==> src/cpi_pkg.sv <==
`timescale 1ns / 1ps
// Package for the first-seen colour palette indexer: sizes, codes and the
// word type that travels along the row of search cells. No dependencies.
package cpi_pkg;

    localparam int TABLE_ENTRIES = 256;
    localparam int IDX_W         = (TABLE_ENTRIES > 1) ? $clog2(TABLE_ENTRIES) : 1;
    localparam int COLOR_W       = 24;
    localparam int LABEL_W       = 16;
    localparam int CFG_ADDR_W    = 1;

    localparam logic KIND_PIXEL   = 1'b0;
    localparam logic KIND_RESTART = 1'b1;

    localparam logic [CFG_ADDR_W-1:0] REG_BACKGROUND = 1'b0;
    localparam logic [CFG_ADDR_W-1:0] REG_NOT_FOUND  = 1'b1;

    localparam logic [1:0] RES_NONE  = 2'd0;
    localparam logic [1:0] RES_BLACK = 2'd1;
    localparam logic [1:0] RES_HIT   = 2'd2;
    localparam logic [1:0] RES_NEW   = 2'd3;

    typedef struct packed {
        logic               kind;
        logic [COLOR_W-1:0] color;
        logic [1:0]         res;
        logic [IDX_W-1:0]   idx;
    } cpi_token_t;

endpackage

==> src/cpi_cell.sv <==
`timescale 1ns / 1ps
// One search cell: holds one stored colour and passes a word to its neighbour.
// Depends on cpi_pkg.
module cpi_cell (
    input  logic                   aclk,
    input  logic                   aresetn,
    input  logic                   advance,
    input  logic [cpi_pkg::IDX_W-1:0] cell_index,
    input  logic                   in_valid,
    input  cpi_pkg::cpi_token_t    in_tok,
    output logic                   out_valid,
    output cpi_pkg::cpi_token_t    out_tok
);
    import cpi_pkg::*;

    logic               used_reg, used_next;
    logic [COLOR_W-1:0] color_reg, color_next;
    logic               tok_valid_reg;
    cpi_token_t         tok_reg, tok_next;
    logic               match;

    assign match = used_reg && (color_reg == in_tok.color);

    always_comb begin
        tok_next   = in_tok;
        used_next  = used_reg;
        color_next = color_reg;
        if (in_valid) begin
            if (in_tok.kind == KIND_RESTART) begin
                used_next = 1'b0;
            end else if (in_tok.res == RES_NONE) begin
                if (match) begin
                    tok_next.res = RES_HIT;
                    tok_next.idx = cell_index;
                end else if (!used_reg) begin
                    tok_next.res = RES_NEW;
                    tok_next.idx = cell_index;
                    used_next    = 1'b1;
                    color_next   = in_tok.color;
                end
            end
        end
    end

    always_ff @(posedge aclk) begin
        if (!aresetn) begin
            used_reg      <= 1'b0;
            tok_valid_reg <= 1'b0;
        end else if (advance) begin
            used_reg      <= used_next;
            tok_valid_reg <= in_valid;
        end
    end

    always_ff @(posedge aclk) begin
        if (advance) begin
            color_reg <= color_next;
            tok_reg   <= tok_next;
        end
    end

    assign out_valid = tok_valid_reg;
    assign out_tok   = tok_reg;

endmodule

==> config.mk <==
export PLATFORM = sky130hd
export DESIGN_NAME = cpi_cell
export DESIGN_NICKNAME = d
export VERILOG_FILES = /design/src/cpi_pkg.sv /design/src/cpi_cell.sv
export SDC_FILE = /design/constraint.sdc
export NUM_CORES = 1
export LEC_CHECK = 0
export BUFFER_PORTS_ARGS = -buffer_cell sky130_fd_sc_hd__buf_2
export CORE_MARGIN = 1
export CORE_UTILIZATION = 44
export CTS_BUF_LIST = sky130_fd_sc_hd__clkbuf_8 sky130_fd_sc_hd__clkbuf_16
export CTS_CLUSTER_SIZE = 16
export DETAILED_ROUTE_END_ITERATION = 8
export PLACE_DENSITY_LB_ADDON = 0.3
export SKIP_LAST_GASP = 1
export SLEW_MARGIN = 10
export SYNTH_ARGS = -nofsm -noshare
export SYNTH_HDL_FRONTEND = slang
export SYNTH_SLANG_ARGS = --single-unit
==> constraint.sdc <==
create_clock -name aclk -period 1.93 [get_ports aclk]
set_clock_uncertainty 0.2 [all_clocks]
set_input_delay 0.386 -clock aclk [delete_from_list [all_inputs] [get_ports aclk]]
set_output_delay 0.386 -clock aclk [all_outputs]
set_load 0.005 [all_outputs]
Yosys cells after proc, flatten, opt, wreduce, memory -nomap -nowiden

Cells that the tools add are included.

Register bits after elaboration: 61
Bits in latches: 0
Memory bits (writable): 0
Memory bits (read-only): 0
Memories kept: 0

$add $sub $neg: 0
Multiply operators: 0
Div/mod/pow operators: 0
Order comparisons: 0
Eq/ne operators: 2
Shifts and indexed selects: 0
Multiplexer cells: 8
Bitwise logic cells: 3
Reduce and logical (&&, ||, !) cells: 5

Operator list:

| operator             | count |
|---|---|
| $mux W10             | 5 |
| $eq A24 B24 Y1       | 1 |
| $reduce_and A6 Y1    | 1 |
| $reduce_and A4 Y1    | 1 |
| $mux W1              | 3 |
| $not A1 Y1           | 3 |
| $logic_not A2 Y1     | 1 |
| $ne A2 B2 Y1 const B | 1 |
| $reduce_bool A2 Y1   | 1 |
| $logic_and A1 B1 Y1  | 1 |

Longest topological paths before layout

Gate-level depths: netlist (run 1).

Depth after elaboration: 6
Gate-level depth with buffers: 5

Least setup slack after synthesis (run 1)

Ideal clock, no wire load.

Path type: input-to-reg
Start point: in in_tok[9] in the netlist's numbering
End point: reg color_reg[0] (enable)
Library setup time: 0.383 ns
Data arrival time: 1.498 ns
Slack: -0.151 ns
Stages: 4
Path through: nor2_1 nand3b_1 nor2_1 and2_1

Cells in the longest elaborated chain, start to end: 2

Ends and longest elaborated chain:

| item                        | RTL line       | RTL |
|---|---|---|
| from (decl)                 | cpi_cell.sv:10 | `input cpi_pkg::cpi_token_t in_tok,` |
| $logic_not A2 Y1            | cpi_cell.sv:31 | `end else if (in_tok.res == RES_NONE) begin` |
| $reduce_and A6 Y1 (no line) | -              |  |
| to (signal assigned)        | cpi_cell.sv:57 | `color_reg <= color_next;` |
| to (decl)                   | cpi_cell.sv:17 | `logic [COLOR_W-1:0] color_reg, color_next;` |

Every way passes these cells.
A chain may end at the register's enable or synchronous reset.

==> results.md, run 1 <==
Global route:
- The largest net degree at the start of global routing is 19.
- The number of antenna violations at the first check in global routing is 0.
- Global routing used between 10% and 20% of the available tracks across all layers.
- The first global-routing pass estimated ~6.5 mm of wire.
- The number of global-route vias before repair was approximately 1.5k.
- Global routing finished with a remaining overflow of 0.

Status:
- The run finished, with violations left.
- The final reports fail on setup timing.

Pwr:
- Summed over all nets, the switching power comes to slightly below 0.6 mW.
- The analysis attributes to cell leakage a power of between 1 and 1.5 nW.
- The fraction of power spent switching nets is roughly a fifth.
- For this design the ratio of total power to cell area is slightly above 900 mW/mm².
- The clock network fraction of total power is between 30% and 40%.
- The sequential power share is 52.2%.
- The combinational fraction of design power is under 10%.
- The highest ir drop seen on vdd is between 0.0006 and 0.0007 V.
- The internal cell power is 2.37 mW.

Layout:
- The growth of design area from synthesis to finish is 41.6%.
- The sequential cell area in the final layout is 0.00181 mm².
- The multi-input combinational cells in the finished layout cover a total of about 500 µm².
- The number of nets in the finished design is around 280.
- 0 antenna diodes ended up in the layout.
- Counting the fill cells in the layout gives 365.
- The post-route netlist has between 50 and 60% of its cells at a drive strength greater than 1.
- The number of flip-flops under the largest register name is 35.
- At the end of the flow the core is filled with cells to 66.1%.

Setup path:
- STA puts the critical path data required time at roughly 1800 ps.
- Among cell families on the critical path, the largest total delay comes from flip-flops.
- The master of the slowest instance on the critical path is sky130_fd_sc_hd__edfxtp_1.
- The buffering stage count on the worst path with inverters included is 1.
- The worst register-to-register path has a depth of 6.
- The critical path in this run is classified as reg2reg.
- STA classifies the critical path endpoint as a flop.
- Of all nets on the critical path, the largest fanout is 5.
- The kind of launch point of the worst setup path is a flop.
- The largest stage delay on the critical path is between 300 and 400 ps.
- The signal on the critical path passes through xnor2_1 -> nand3_1 -> nor4_2 -> buf_4 -> a31oi_4 -> mux2_2.
- The count of cell instances traversed by the critical path is 6.
- Data on the critical path arrives at its endpoint at ~1900 ps.

Die:
- The y dimension of the die is roughly 74 µm.
- The chip width is 73.7 µm.
- The standard-cell row count is 25.
- The area of the core is 0.00485 mm².
- The effective utilization at floorplan is 46.7%.
- The die footprint is roughly 0.0054 mm².
- The I/O pin count is slightly above 80.

STA:
- The pin slew with the least headroom to its limit is about 380 ps.
- The final number of max-transition violations came to 0.
- Across all hold checks on the routed design, the worst slack comes to 66.4 ps.
- The worst setup slack after layout is -78.9 ps.
- Dividing the final minimum period by the clock period gives 104%.
- The hold violation count in the final report is 0.
- The final critical path time including I/O delays and setup is 2010 ps.
- Setup violations remaining at the end of the flow were counted as 8.
- Headroom to the max-slew limit came out at between 70% and 80%.
- Setup repair after global routing could not meet its margin everywhere.
- The maximum frequency from static timing analysis is roughly 500 MHz.

Clock tree:
- The CTS sink count is 61.
- The H-tree depth reported by CTS is 3.
- The maximum count of clock buffers along a single path is 2.
- The library cell used as clock root buffer is sky130_fd_sc_hd__clkbuf_8.
- Buffers inserted during clock tree synthesis total 9.
- The clock slew at the register clock pins of the worst setup and hold paths is 60 ps.
- In this run, post-CTS hold repair placed 0 buffers.
- The later pin in the worst-skew pair is clocked with a latency of ~330 ps.
- The CTS tree is built.

Synth:
- Synthesis produced a netlist whose cell count is roughly 110.
- The cell area that synthesis handed to floorplanning was 0.00226 mm².
- The share of the synthesized area in the top cell type is between 70% and 80%.
- For this run, the number of Yosys warnings is 0.
- The largest total area in the synthesized netlist belongs to sky130_fd_sc_hd__edfxtp_1.
- The count of distinct cell types in the synthesized netlist is 19.
- The net count after synthesis is 161.
- Sequential cells were found to cover approximately four fifths of the synthesized design area.
- In this run the mean area of a mapped cell was just under 20 µm².
- Synthesis inferred 61 register bits.
- In the post-synthesis netlist, the biggest area contributors are sky130_fd_sc_hd__edfxtp_1, sky130_fd_sc_hd__xnor2_1, sky130_fd_sc_hd__mux2_2.

Drt:
- Dividing the detail-routed via count by the number of cells gives between 4 and 5.
- The pre-antenna-repair detailed-routing pass consisted of 4 iterations.
- The number of vias in the routed layout is approximately 1.4k.
- In the final routed layout, each cell accounts on average for about 14 µm.
- The count of nets left with antenna violations once routing finished came out at 0.
- The number of design-rule violations left by the first detailed-router iteration is 36.
- After detailed routing, the number of remaining DRC violations is 0.
- The final wirelength is 4.36 mm.

Placed design:
- At the end of routability-driven placement, the weighted congestion stood at 0.684.
- During placement, the flow inserted port buffers numbering between 80 and 90.
- The sum of net half-perimeters after detailed placement is 3.06 mm.

Min path:
- The depth of the worst hold-timing path is 1.
- The min-delay analysis places its worst path in the category in2reg.

Run:
- Max-cap violations in this run came to 0.
-- layer usage --
metal	wire (µm)	vias up	track usage [%]
met5	0	-	0
met1	1700	644	16.6
met2	2160	73	30.4
met4	106	0	10.5
met3	395	11	6.72
li1	-	675	-
-- synthesized netlist by cell type --
master                      n
sky130_fd_sc_hd__edfxtp_1  59
sky130_fd_sc_hd__xor2_1     5
sky130_fd_sc_hd__nor4_2     2
sky130_fd_sc_hd__or2b_1     1
sky130_fd_sc_hd__nor3_1     1
sky130_fd_sc_hd__and2_1     1
sky130_fd_sc_hd__nand3b_1   1
sky130_fd_sc_hd__a31oi_4    1
sky130_fd_sc_hd__nor2b_1    1
sky130_fd_sc_hd__mux2_2     8
sky130_fd_sc_hd__mux2i_1    1
sky130_fd_sc_hd__a31oi_1    1
sky130_fd_sc_hd__dfxtp_1    2
sky130_fd_sc_hd__xnor2_1   19
sky130_fd_sc_hd__nor2_1     3
sky130_fd_sc_hd__nand4_1    4
sky130_fd_sc_hd__nand2_1    1
sky130_fd_sc_hd__nand3_1    2
sky130_fd_sc_hd__or2_2      1
-- cells in the final DEF (no fill, tap or decap), types with 2 or more instances in the layout --
cell	netlist	final
sky130_fd_sc_hd__buf_2	0	82
sky130_fd_sc_hd__inv_1	0	2
sky130_fd_sc_hd__buf_4	0	23
sky130_fd_sc_hd__clkinv_2	0	3
sky130_fd_sc_hd__xnor2_1	19	18
sky130_fd_sc_hd__xor2_1	5	5
sky130_fd_sc_hd__edfxtp_1	59	59
sky130_fd_sc_hd__nand3_1	2	2
sky130_fd_sc_hd__nand4_1	4	4
sky130_fd_sc_hd__mux2_2	8	7
sky130_fd_sc_hd__clkbuf_8	0	9
sky130_fd_sc_hd__bufinv_16	0	2
sky130_fd_sc_hd__nor2_1	3	3
sky130_fd_sc_hd__a31oi_4	1	2
sky130_fd_sc_hd__dfxtp_1	2	2
-- stage by stage --
step	setup slack (ps)	instance area (µm²)	TNS [ps]	std cells	total power, mW
after floorplan	8.50	2260	0	114	1.64
after global placement	-222	2950	-1830	287	1.80
after detailed placement	-258	2950	-2070	287	1.81
after CTS	-123	3170	-922	304	2.98
after global routing	-195	3200	-1460	304	3.06
final	-78.9	3200	-551	304	2.96
-- what timing repair did --
| item | in CTS | in global routing |
|---|---|---|
| pin swaps | 6 | 3 |
| gates cloned | 1 | 0 |
| gates resized for setup | 0 | 5 |
| endpoints found under the setup margin | 8 | 9 |
| buffers inserted | 1 | 0 |
-- final cells by class --
cell class / instances / share of cell area, %
Clock buffer: 9 / 3.87
Multi-Input combinational cell: 54 / 15.6
Clock inverter: 7 / 2.58
Sequential cell: 61 / 56.5
Timing Repair Buffer: 106 / 18.8
Tap cell: 67 / 2.62
-- kinds of logic (layout without fill, tap and decap cells) --
group                  after synthesis  after routing  synth area share, %
buffers and inverters                0            122                    0
AND/OR/NAND/NOR                     18             18                 5.03
flip-flops                          61             61                 80.0
AO/OA/AOI/OAI                        2              3                 1.22
XOR/XNOR                            24             24                 9.29
multiplexers                         9              9                 4.42
-- path summary, 6_finish.rpt --
check | start | end | slack, ps
max | color_reg[14]$_DFFE_PP_ | out_tok[6]$_DFFE_PP_ | -80
min | in_tok[34] | out_tok[34]$_DFFE_PP_ | 70
max reg2reg | color_reg[14]$_DFFE_PP_ | out_tok[6]$_DFFE_PP_ | -80
min reg2reg | used_reg$_SDFFE_PN0P_ | used_reg$_SDFFE_PN0P_ | 310
-- power by group through the flow --
stage	clock, mW	sequential, mW	combinational [mW]
3_3_place_gp	0	1.57	0.230
4_1_cts	1.19	1.55	0.243
5_1_grt	1.24	1.55	0.269
6_report	1.17	1.54	0.244
2_1_floorplan	0	1.58	0.0504
3_5_place_dp	0	1.57	0.240
No activity file was read; power rests on OpenSTA's default activity.
==> inputs of run 2 (changes only) <==
- CORE_UTILIZATION: 44 -> 45
- CTS_BUF_LIST: sky130_fd_sc_hd__clkbuf_8 sky130_fd_sc_hd__clkbuf_16 -> sky130_fd_sc_hd__clkbuf_8
==> run 2 against run 1 <==
  * Sequential cell count is the same
  * Highest routed layer unchanged
  * The flow still finishes with violations (setup timing)
  * Clock-buffer cell count is the same
  * Hold slack lost 0.86 ps
  * Critical path type unchanged
  * Cell count shrank 0.33%
  * Global-route usage grew 0.73 points
  * Via count grew 1.7%
==> results.md, run 2 (synthesis gave the netlist of run 1 again) <==
Die:
- The initialized floorplan defines 25 standard-cell rows.
- The area of the core is approximately 0.0048 mm².
- In this run the count of I/O pins placed on the die edge is 83.
- The chip width is 72.9 µm.
- The die footprint is ~0.0053 mm².
- For this configuration, the core starts out at a cell density of between 40% and 50%.
- The floorplan step set the die height to approximately 73 µm.

Global route:
- Across every metal layer, demand over resource in global routing totals 17.9%.
- The number of global-route vias before repair was ~1.4k.
- The total global routing overflow is 0.
- The largest net degree at the start of global routing is 22.
- The number of antenna violations at the first check in global routing came to 0.
- The first global-routing pass estimated 6.75 mm of wire.

STA:
- The final clock period utilization by the worst path is 107%.
- Once routing completed, OpenROAD measured the worst setup slack at -128 ps.
- The hold violation count in the final report is 0.
- Setup repair after global routing could not meet its margin everywhere.
- The worst path in the final design needs a cycle of between 2000 and 2500 ps, including I/O delays and setup.
- The final number of max-transition violations came to 0.
- The tightest slew margin relative to the limit is between 70% and 80%.
- For the pin with the worst max-slew slack, the measured transition is between 300 and 400 ps.
- Setup violations remaining at the end of the flow were counted as 8.
- Based on the critical path, the design can be clocked at up to a little under 500 MHz.

Layout:
- The number of antenna diodes in the final layout is 0.
- The number of standard cells in the final layout excluding fillers is slightly above 300.
- The sequential cell area in the final layout is ~0.0018 mm².
- The number of flip-flops under the largest register name is 35.
- The commonest non-fill, non-tap cell in the layout is sky130_fd_sc_hd__buf_2.
- Cells with a size suffix above 1 make up around 57% of the layout.
- The footprint of the multi-input gates is approximately 490 µm².
- In the layout the commonest cells are sky130_fd_sc_hd__buf_2, sky130_fd_sc_hd__edfxtp_1, sky130_fd_sc_hd__buf_4, sky130_fd_sc_hd__xnor2_1, sky130_fd_sc_hd__clkbuf_8.
- Once layout is done, the placed cells without fillers occupy around 0.0032 mm².
- The number of inserted filler cells in the final layout is 349.
- The growth of design area from synthesis to finish is 41.0%.
- For this run, the post-layout net count is between 200 and 300.

Drt:
- Once detail routing completed, the nets flagged for antenna violations numbered 0.
- The number of vias in the routed layout is around 1.4k.
- The pre-antenna-repair detailed-routing pass consisted of 4 iterations.
- In the detailed route, the total length drawn on met3 is a little over 300 µm.
- The number of design-rule violations left by the first detailed-router iteration is 60.
- The highest metal layer with signal wires is met4.
- The detailed-routing wirelength on met1 is 1.83 mm.
- The number of vias per cell after detailed routing is approximately 4.7.
- The final wirelength is approximately 4.3 mm.
- After detailed routing, the met2 layer carries roughly 2.2 mm of wire.
- Dividing the detail-routed wire length by the instance count gives roughly 14 µm.
- The total DRC errors in the routed layout is 0.

Setup path:
- Traced cell by cell, the critical path runs through xnor2_1 -> nand4_1 -> nor4_2 -> buf_4 -> a31oi_4 -> mux2_4.
- Data on the critical path is required at its endpoint by about 1800 ps.
- The worst-path maximum fanout is 4.
- By startpoint and endpoint, the worst setup path is classified as reg2reg.
- The buffering stage count on the worst path with inverters included is 1.
- STA classifies the critical path endpoint as a flop.
- The largest stage delay on the critical path is between 300 and 400 ps.
- Data arrives at the worst endpoint at just under 2000 ps.
- Grouping stages by cell kind, the critical path spends the most delay in simple AND/OR/NAND/NOR gates.
- The kind of launch point of the worst setup path is a flop.
- The slowest stage of the critical path belongs to the cell sky130_fd_sc_hd__edfxtp_1.

Clock tree:
- The maximum count of clock buffers along a single path is 2.
- The H-tree depth reported by CTS is 3.
- The number of buffers inserted for hold repair after clock tree synthesis is 0.
- CTS placed an instance of sky130_fd_sc_hd__clkbuf_8 at the clock tree root.
- TritonCTS built the clock tree.
- Clock tree synthesis inserted a total of 9 buffers.
- Clock-pin slew was measured on the worst setup and hold paths at approximately 70 ps.
- The CTS sink count is between 60 and 70.
- The later-pin clock latency in the skew report is about 330 ps.

Run:
- The number of maximum-capacitance constraint violations is 0.

Pwr:
- Power comes to 2.86 mW.
- The ratio of total power to cell area is about 900 mW/mm².
- Across the VDD grid, the largest voltage drop is just under 0.0007 V.
- The leakage component of the power is ~1.3 nW.

Placed design:
- Including well taps, the total number of placed cells is 285.
- The sum of net half-perimeters after detailed placement is 3.04 mm.
- The minimum setup slack after placement is -308 ps.
- Routability-driven placement finished with a final weighted congestion of 0.701.
- In this run the cell area measured after placement is slightly below 0.003 mm².
- The number of buffer cells added on primary ports is 82.

Status:
- The final reports fail on setup timing.
- The flow ran to the end, but the final reports show violations.

Min path:
- The type of the tightest min-delay check is in2reg.
-- run 2: worst register-to-register path, delay by kind of cell, from the launching register on --
family	cells	cell delay, ps
compound gates	1	130
xor+xnor	1	170
buf+inv	1	180
flops	1	380
mux	1	320
simple gates	2	430
-- run 2: routing by layer --
metal  vias to the layer above  GRT usage [%]
met5                         -              0
met4                         0           10.2
met3                         6           6.77
met2                        63           28.5
met1                       685           20.8
li1                        673              -
-- run 2: worst paths after layout --
check                                              from                    end  slack, ps  depth (start not counted)
worst max-delay path            color_reg[23]$_DFFE_PP_   out_tok[5]$_DFFE_PP_       -130                          6
worst min-delay path                         in_tok[34]  out_tok[34]$_DFFE_PP_         70                          1
worst max register to register  color_reg[23]$_DFFE_PP_   out_tok[5]$_DFFE_PP_       -130                          6
worst min register to register    used_reg$_SDFFE_PN0P_  used_reg$_SDFFE_PN0P_        320                          2
-- run 2: repair_timing --
item,CTS,global route
gates resized for setup,3,3
pin swaps,4,1
cloned,1,0
setup endpoints to repair,9,9
setup buffers,1,1
-- run 2: report_power, final --
group / leakage [nW] / internal, mW / switching (mW)
Combinational: 0.596 / 0.132 / 0.108
Sequential: 0.576 / 1.53 / 0.0182
Clock: 0.0887 / 0.586 / 0.487
Total: 1.26 / 2.25 / 0.613
-- run 2: per-stage QoR --
stage               util, %  setup TNS [ps]  hold slack (ps)
finish                 66.7            -892             65.6
global route           66.7           -1540             56.7
CTS                    66.5            -940             55.1
detailed placement     61.6           -2490              314
global placement       61.6           -1860              263
floorplan                 -               0              237
-- run 2: area by class of cell --
cell class	count	share of cell area, %
timing repair buffer	105	19.2
clock inverter	7	2.08
tap	67	2.63
sequential	61	56.8
multi-input combinational	54	15.5
clock buffer	9	3.88
==> inputs of run 3 (changes only) <==
- BUFFER_PORTS_ARGS: -buffer_cell sky130_fd_sc_hd__buf_2 -> unset
- CORE_UTILIZATION: 45 -> 58
- DONT_BUFFER_PORTS: unset -> 1
==> run 3 against run 2 <==
  * The run still ends with setup timing left
  * Register-to-register slack worse by 60 ps
  * Design area decreased by 9.9%
  * First-iteration DRC count up 22%
  * Setup slack lost 63 ps
  * Die area fell by 22%
  * Power shrank 3.6%
  * Combinational power shrank 43%
  * Cell count decreased by 31%
  * Global-route usage grew 6.3 points
  * Critical path depth unchanged
  * Largest power group unchanged
==> results.md, run 3 (synthesis gave the netlist of run 1 again) <==
STA:
- The worst pin sits at a relative slew slack of approximately 63%.
- The pin slew with the least headroom to its limit is 557 ps.
- The final clock period utilization by the worst path is 110%.
- The final number of max-transition violations was 0.
- Counting I/O delays and the setup requirement, the final critical path takes 2120 ps.
- Setup repair after global routing could not meet its margin everywhere.
- The maximum frequency from static timing analysis is roughly 470 MHz.
- Setup slack on the critical path of the routed design comes to -191 ps.
- The hold violation count in the final report is 0.
- Setup violations remaining at the end of the flow were counted as 8.

Clock tree:
- No sink is reached through more buffers than the 2 on the longest clock path.
- CTS built an H-tree with a depth of 3.
- TritonCTS built the clock tree.
- Clock latency on the worst-skew pair, taken at its later pin, is 330 ps.
- The library cell used as clock root buffer is sky130_fd_sc_hd__clkbuf_8.
- The clock net in this run drives a total of 61 sinks.
- The number of buffers created by CTS is 9.
- After clock tree synthesis, the clock-pin slew on the worst setup and hold paths is approximately 70 ps.

Die:
- The floorplan has 22 rows.
- The floorplan step defined a die boundary enclosing approximately 0.0042 mm².
- The initial utilization of the core area, before any placement, comes to between 60% and 70%.
- Measured along the y axis, the die boundary spans about 64 µm.
- For this design the top-level I/O count stands at 83.
- Measured along the x axis, the die boundary spans ~64 µm.
- The total area inside the core boundary comes to approximately 0.0037 mm².

Drt:
- In the routed layout, each cell is associated on average with a via count of approximately 5.4.
- The first detailed-routing pass ran for 4 iterations.
- The final layout contains routed wiring with a total length of 4.42 mm.
- For this block, the via count after detailed routing is 1137.
- After detailed routing, the average wire length per cell comes to 21.1 µm.
- Once detail routing completed, the nets flagged for antenna violations numbered 0.
- The number of design-rule violations left by the first detailed-router iteration is between 70 and 80.
- For this run, design rule violations remaining after detail routing come to 0.

Setup path:
- Together, buffers and inverters on the worst path number 1.
- The worst setup path is launched from a flop.
- The worst register-to-register path begins at color_reg[12]$_DFFE_PP_.
- On the critical path, the stage with the largest delay is an instance of sky130_fd_sc_hd__edfxtp_1.
- The data arrival time of the worst path is 2000 ps.
- The critical path class is reg2reg.
- Walking the worst path, the cells encountered are xnor2_2 -> nand4_1 -> nor4_2 -> buf_4 -> a31oi_4 -> mux2_2.
- The data required time at the worst endpoint is around 1800 ps.
- The largest stage delay on the critical path is 440 ps.
- Of all nets on the critical path, the largest fanout is 5.
- The most critical setup path has its startpoint at color_reg[12]$_DFFE_PP_.
- The worst setup path is captured at a flop.
- The dominant delay contributor by cell family on the critical path is flip-flops.

Pwr:
- Dividing total power by cell area gives a power density of roughly 960 mW/mm².
- The leakage component of the power is approximately 0.98 nW.
- The power after layout is approximately 2.8 mW.
- VDD sags by at most 0.000656 V.

Global route:
- The met1 track utilization from global routing is about a quarter.
- Global routing consumed, on the met3 layer, under 10% of the routing resources.
- The global routing stage identified its most utilized layer as met2.
- The number of global-route vias before repair is 1329.
- Global routing finished with a remaining overflow of 0.
- The largest net degree at the start of global routing is 36.
- The global-route wire length before repair is 6.80 mm.
- The number of antenna violations at the first check in global routing is 0.
- The met2 usage in global routing is 42.2%.
- The total global routing track utilization is 24.2%.

Layout:
- The number of antenna diodes in the final layout is 0.
- The register with the most flip-flops in the layout has 35 of them.
- The commonest non-fill, non-tap cell in the layout is sky130_fd_sc_hd__edfxtp_1.
- The number of nets in the finished design is around 200.
- The share of layout cells above drive strength 1 is about 22%.
- The growth of design area from synthesis to finish is 27.1%.
- In the layout the commonest cells are sky130_fd_sc_hd__edfxtp_1, sky130_fd_sc_hd__dlygate4sd3_1, sky130_fd_sc_hd__xnor2_1, sky130_fd_sc_hd__clkbuf_8, sky130_fd_sc_hd__mux2_2.
- Once layout is complete, the utilization of the core stands at between 70% and 80%.

Placed design:
- At the end of routability-driven placement, the weighted congestion stood at 0.712.
- The sum of net half-perimeters after detailed placement is 2.42 mm.
- Input and output buffers added on the ports amount to 0.

Status:
- The flow ran to the end, but the final reports show violations.
- The checks that failed: setup timing.

Min path:
- The launch instance of the worst min-delay path is aresetn.
- The worst hold path belongs to the class in2reg.

Run:
- The number of maximum-capacitance constraint violations is 0.
-- run 3: changes by cell type in the layout (fill, tap and decap cells not counted), moves of 2 or more --
| cell | previous run | this run |
|---|---|---|
| sky130_fd_sc_hd__buf_2 | 82 | 0 |
| sky130_fd_sc_hd__xnor2_1 | 18 | 16 |
| sky130_fd_sc_hd__clkinvlp_4 | 3 | 0 |
| sky130_fd_sc_hd__buf_4 | 20 | 3 |
| sky130_fd_sc_hd__clkinv_2 | 2 | 4 |
| sky130_fd_sc_hd__xnor2_2 | 1 | 3 |
| sky130_fd_sc_hd__dlygate4sd3_1 | 0 | 26 |
-- run 3: layout make-up --
type	count	area, µm²
tap	48	60.1
clock inverter	7	57.6
multi-input combinational	54	500
clock buffer	9	124
timing repair buffer	31	323
sequential	61	1810
fill	193	812
-- run 3: power by group --
group	internal, mW	switching (mW)
Combinational	0.0808	0.0549
Sequential	1.53	0.0355
Clock	0.577	0.479
-- run 3: what timing repair did --
item	in CTS	in global routing
endpoints found under the hold margin	85	0
gates resized for setup	0	5
setup buffers	0	0
pin swaps	4	3
hold buffers	27	0
gates cloned	1	0
endpoints found under the setup margin	9	9
-- run 3: worst paths after layout --
path | depth (start not counted) | slack [ps] | end
setup / recovery | 6 | -190 | out_tok[0]$_DFFE_PP_
hold / removal | 1 | 0.9 | out_valid$_SDFFE_PN0P_
setup reg to reg | 6 | -190 | out_tok[0]$_DFFE_PP_
hold reg to reg | 2 | 350 | used_reg$_SDFFE_PN0P_
-- run 3: through the flow --
| step | hold slack, ps | area, µm² | cells | setup slack, ps | setup TNS [ps] |
|---|---|---|---|---|---|
| after detailed placement | 285 | 2370 | 166 | -167 | -1260 |
| after global placement | 260 | 2370 | 166 | -142 | -1130 |
| final | 0.861 | 2880 | 210 | -191 | -1430 |
| after CTS | 0.145 | 2840 | 210 | -160 | -1210 |
| after global routing | 7.96 | 2880 | 210 | -293 | -2250 |
| after floorplan | 237 | 2260 | 114 | 8.50 | 0 |
-- run 3: metal layers --
metal	up-vias	share of wire, %
li1	529	-
met1	534	37
met2	66	54
met3	8	6.9
met4	0	1.8
met5	-	0
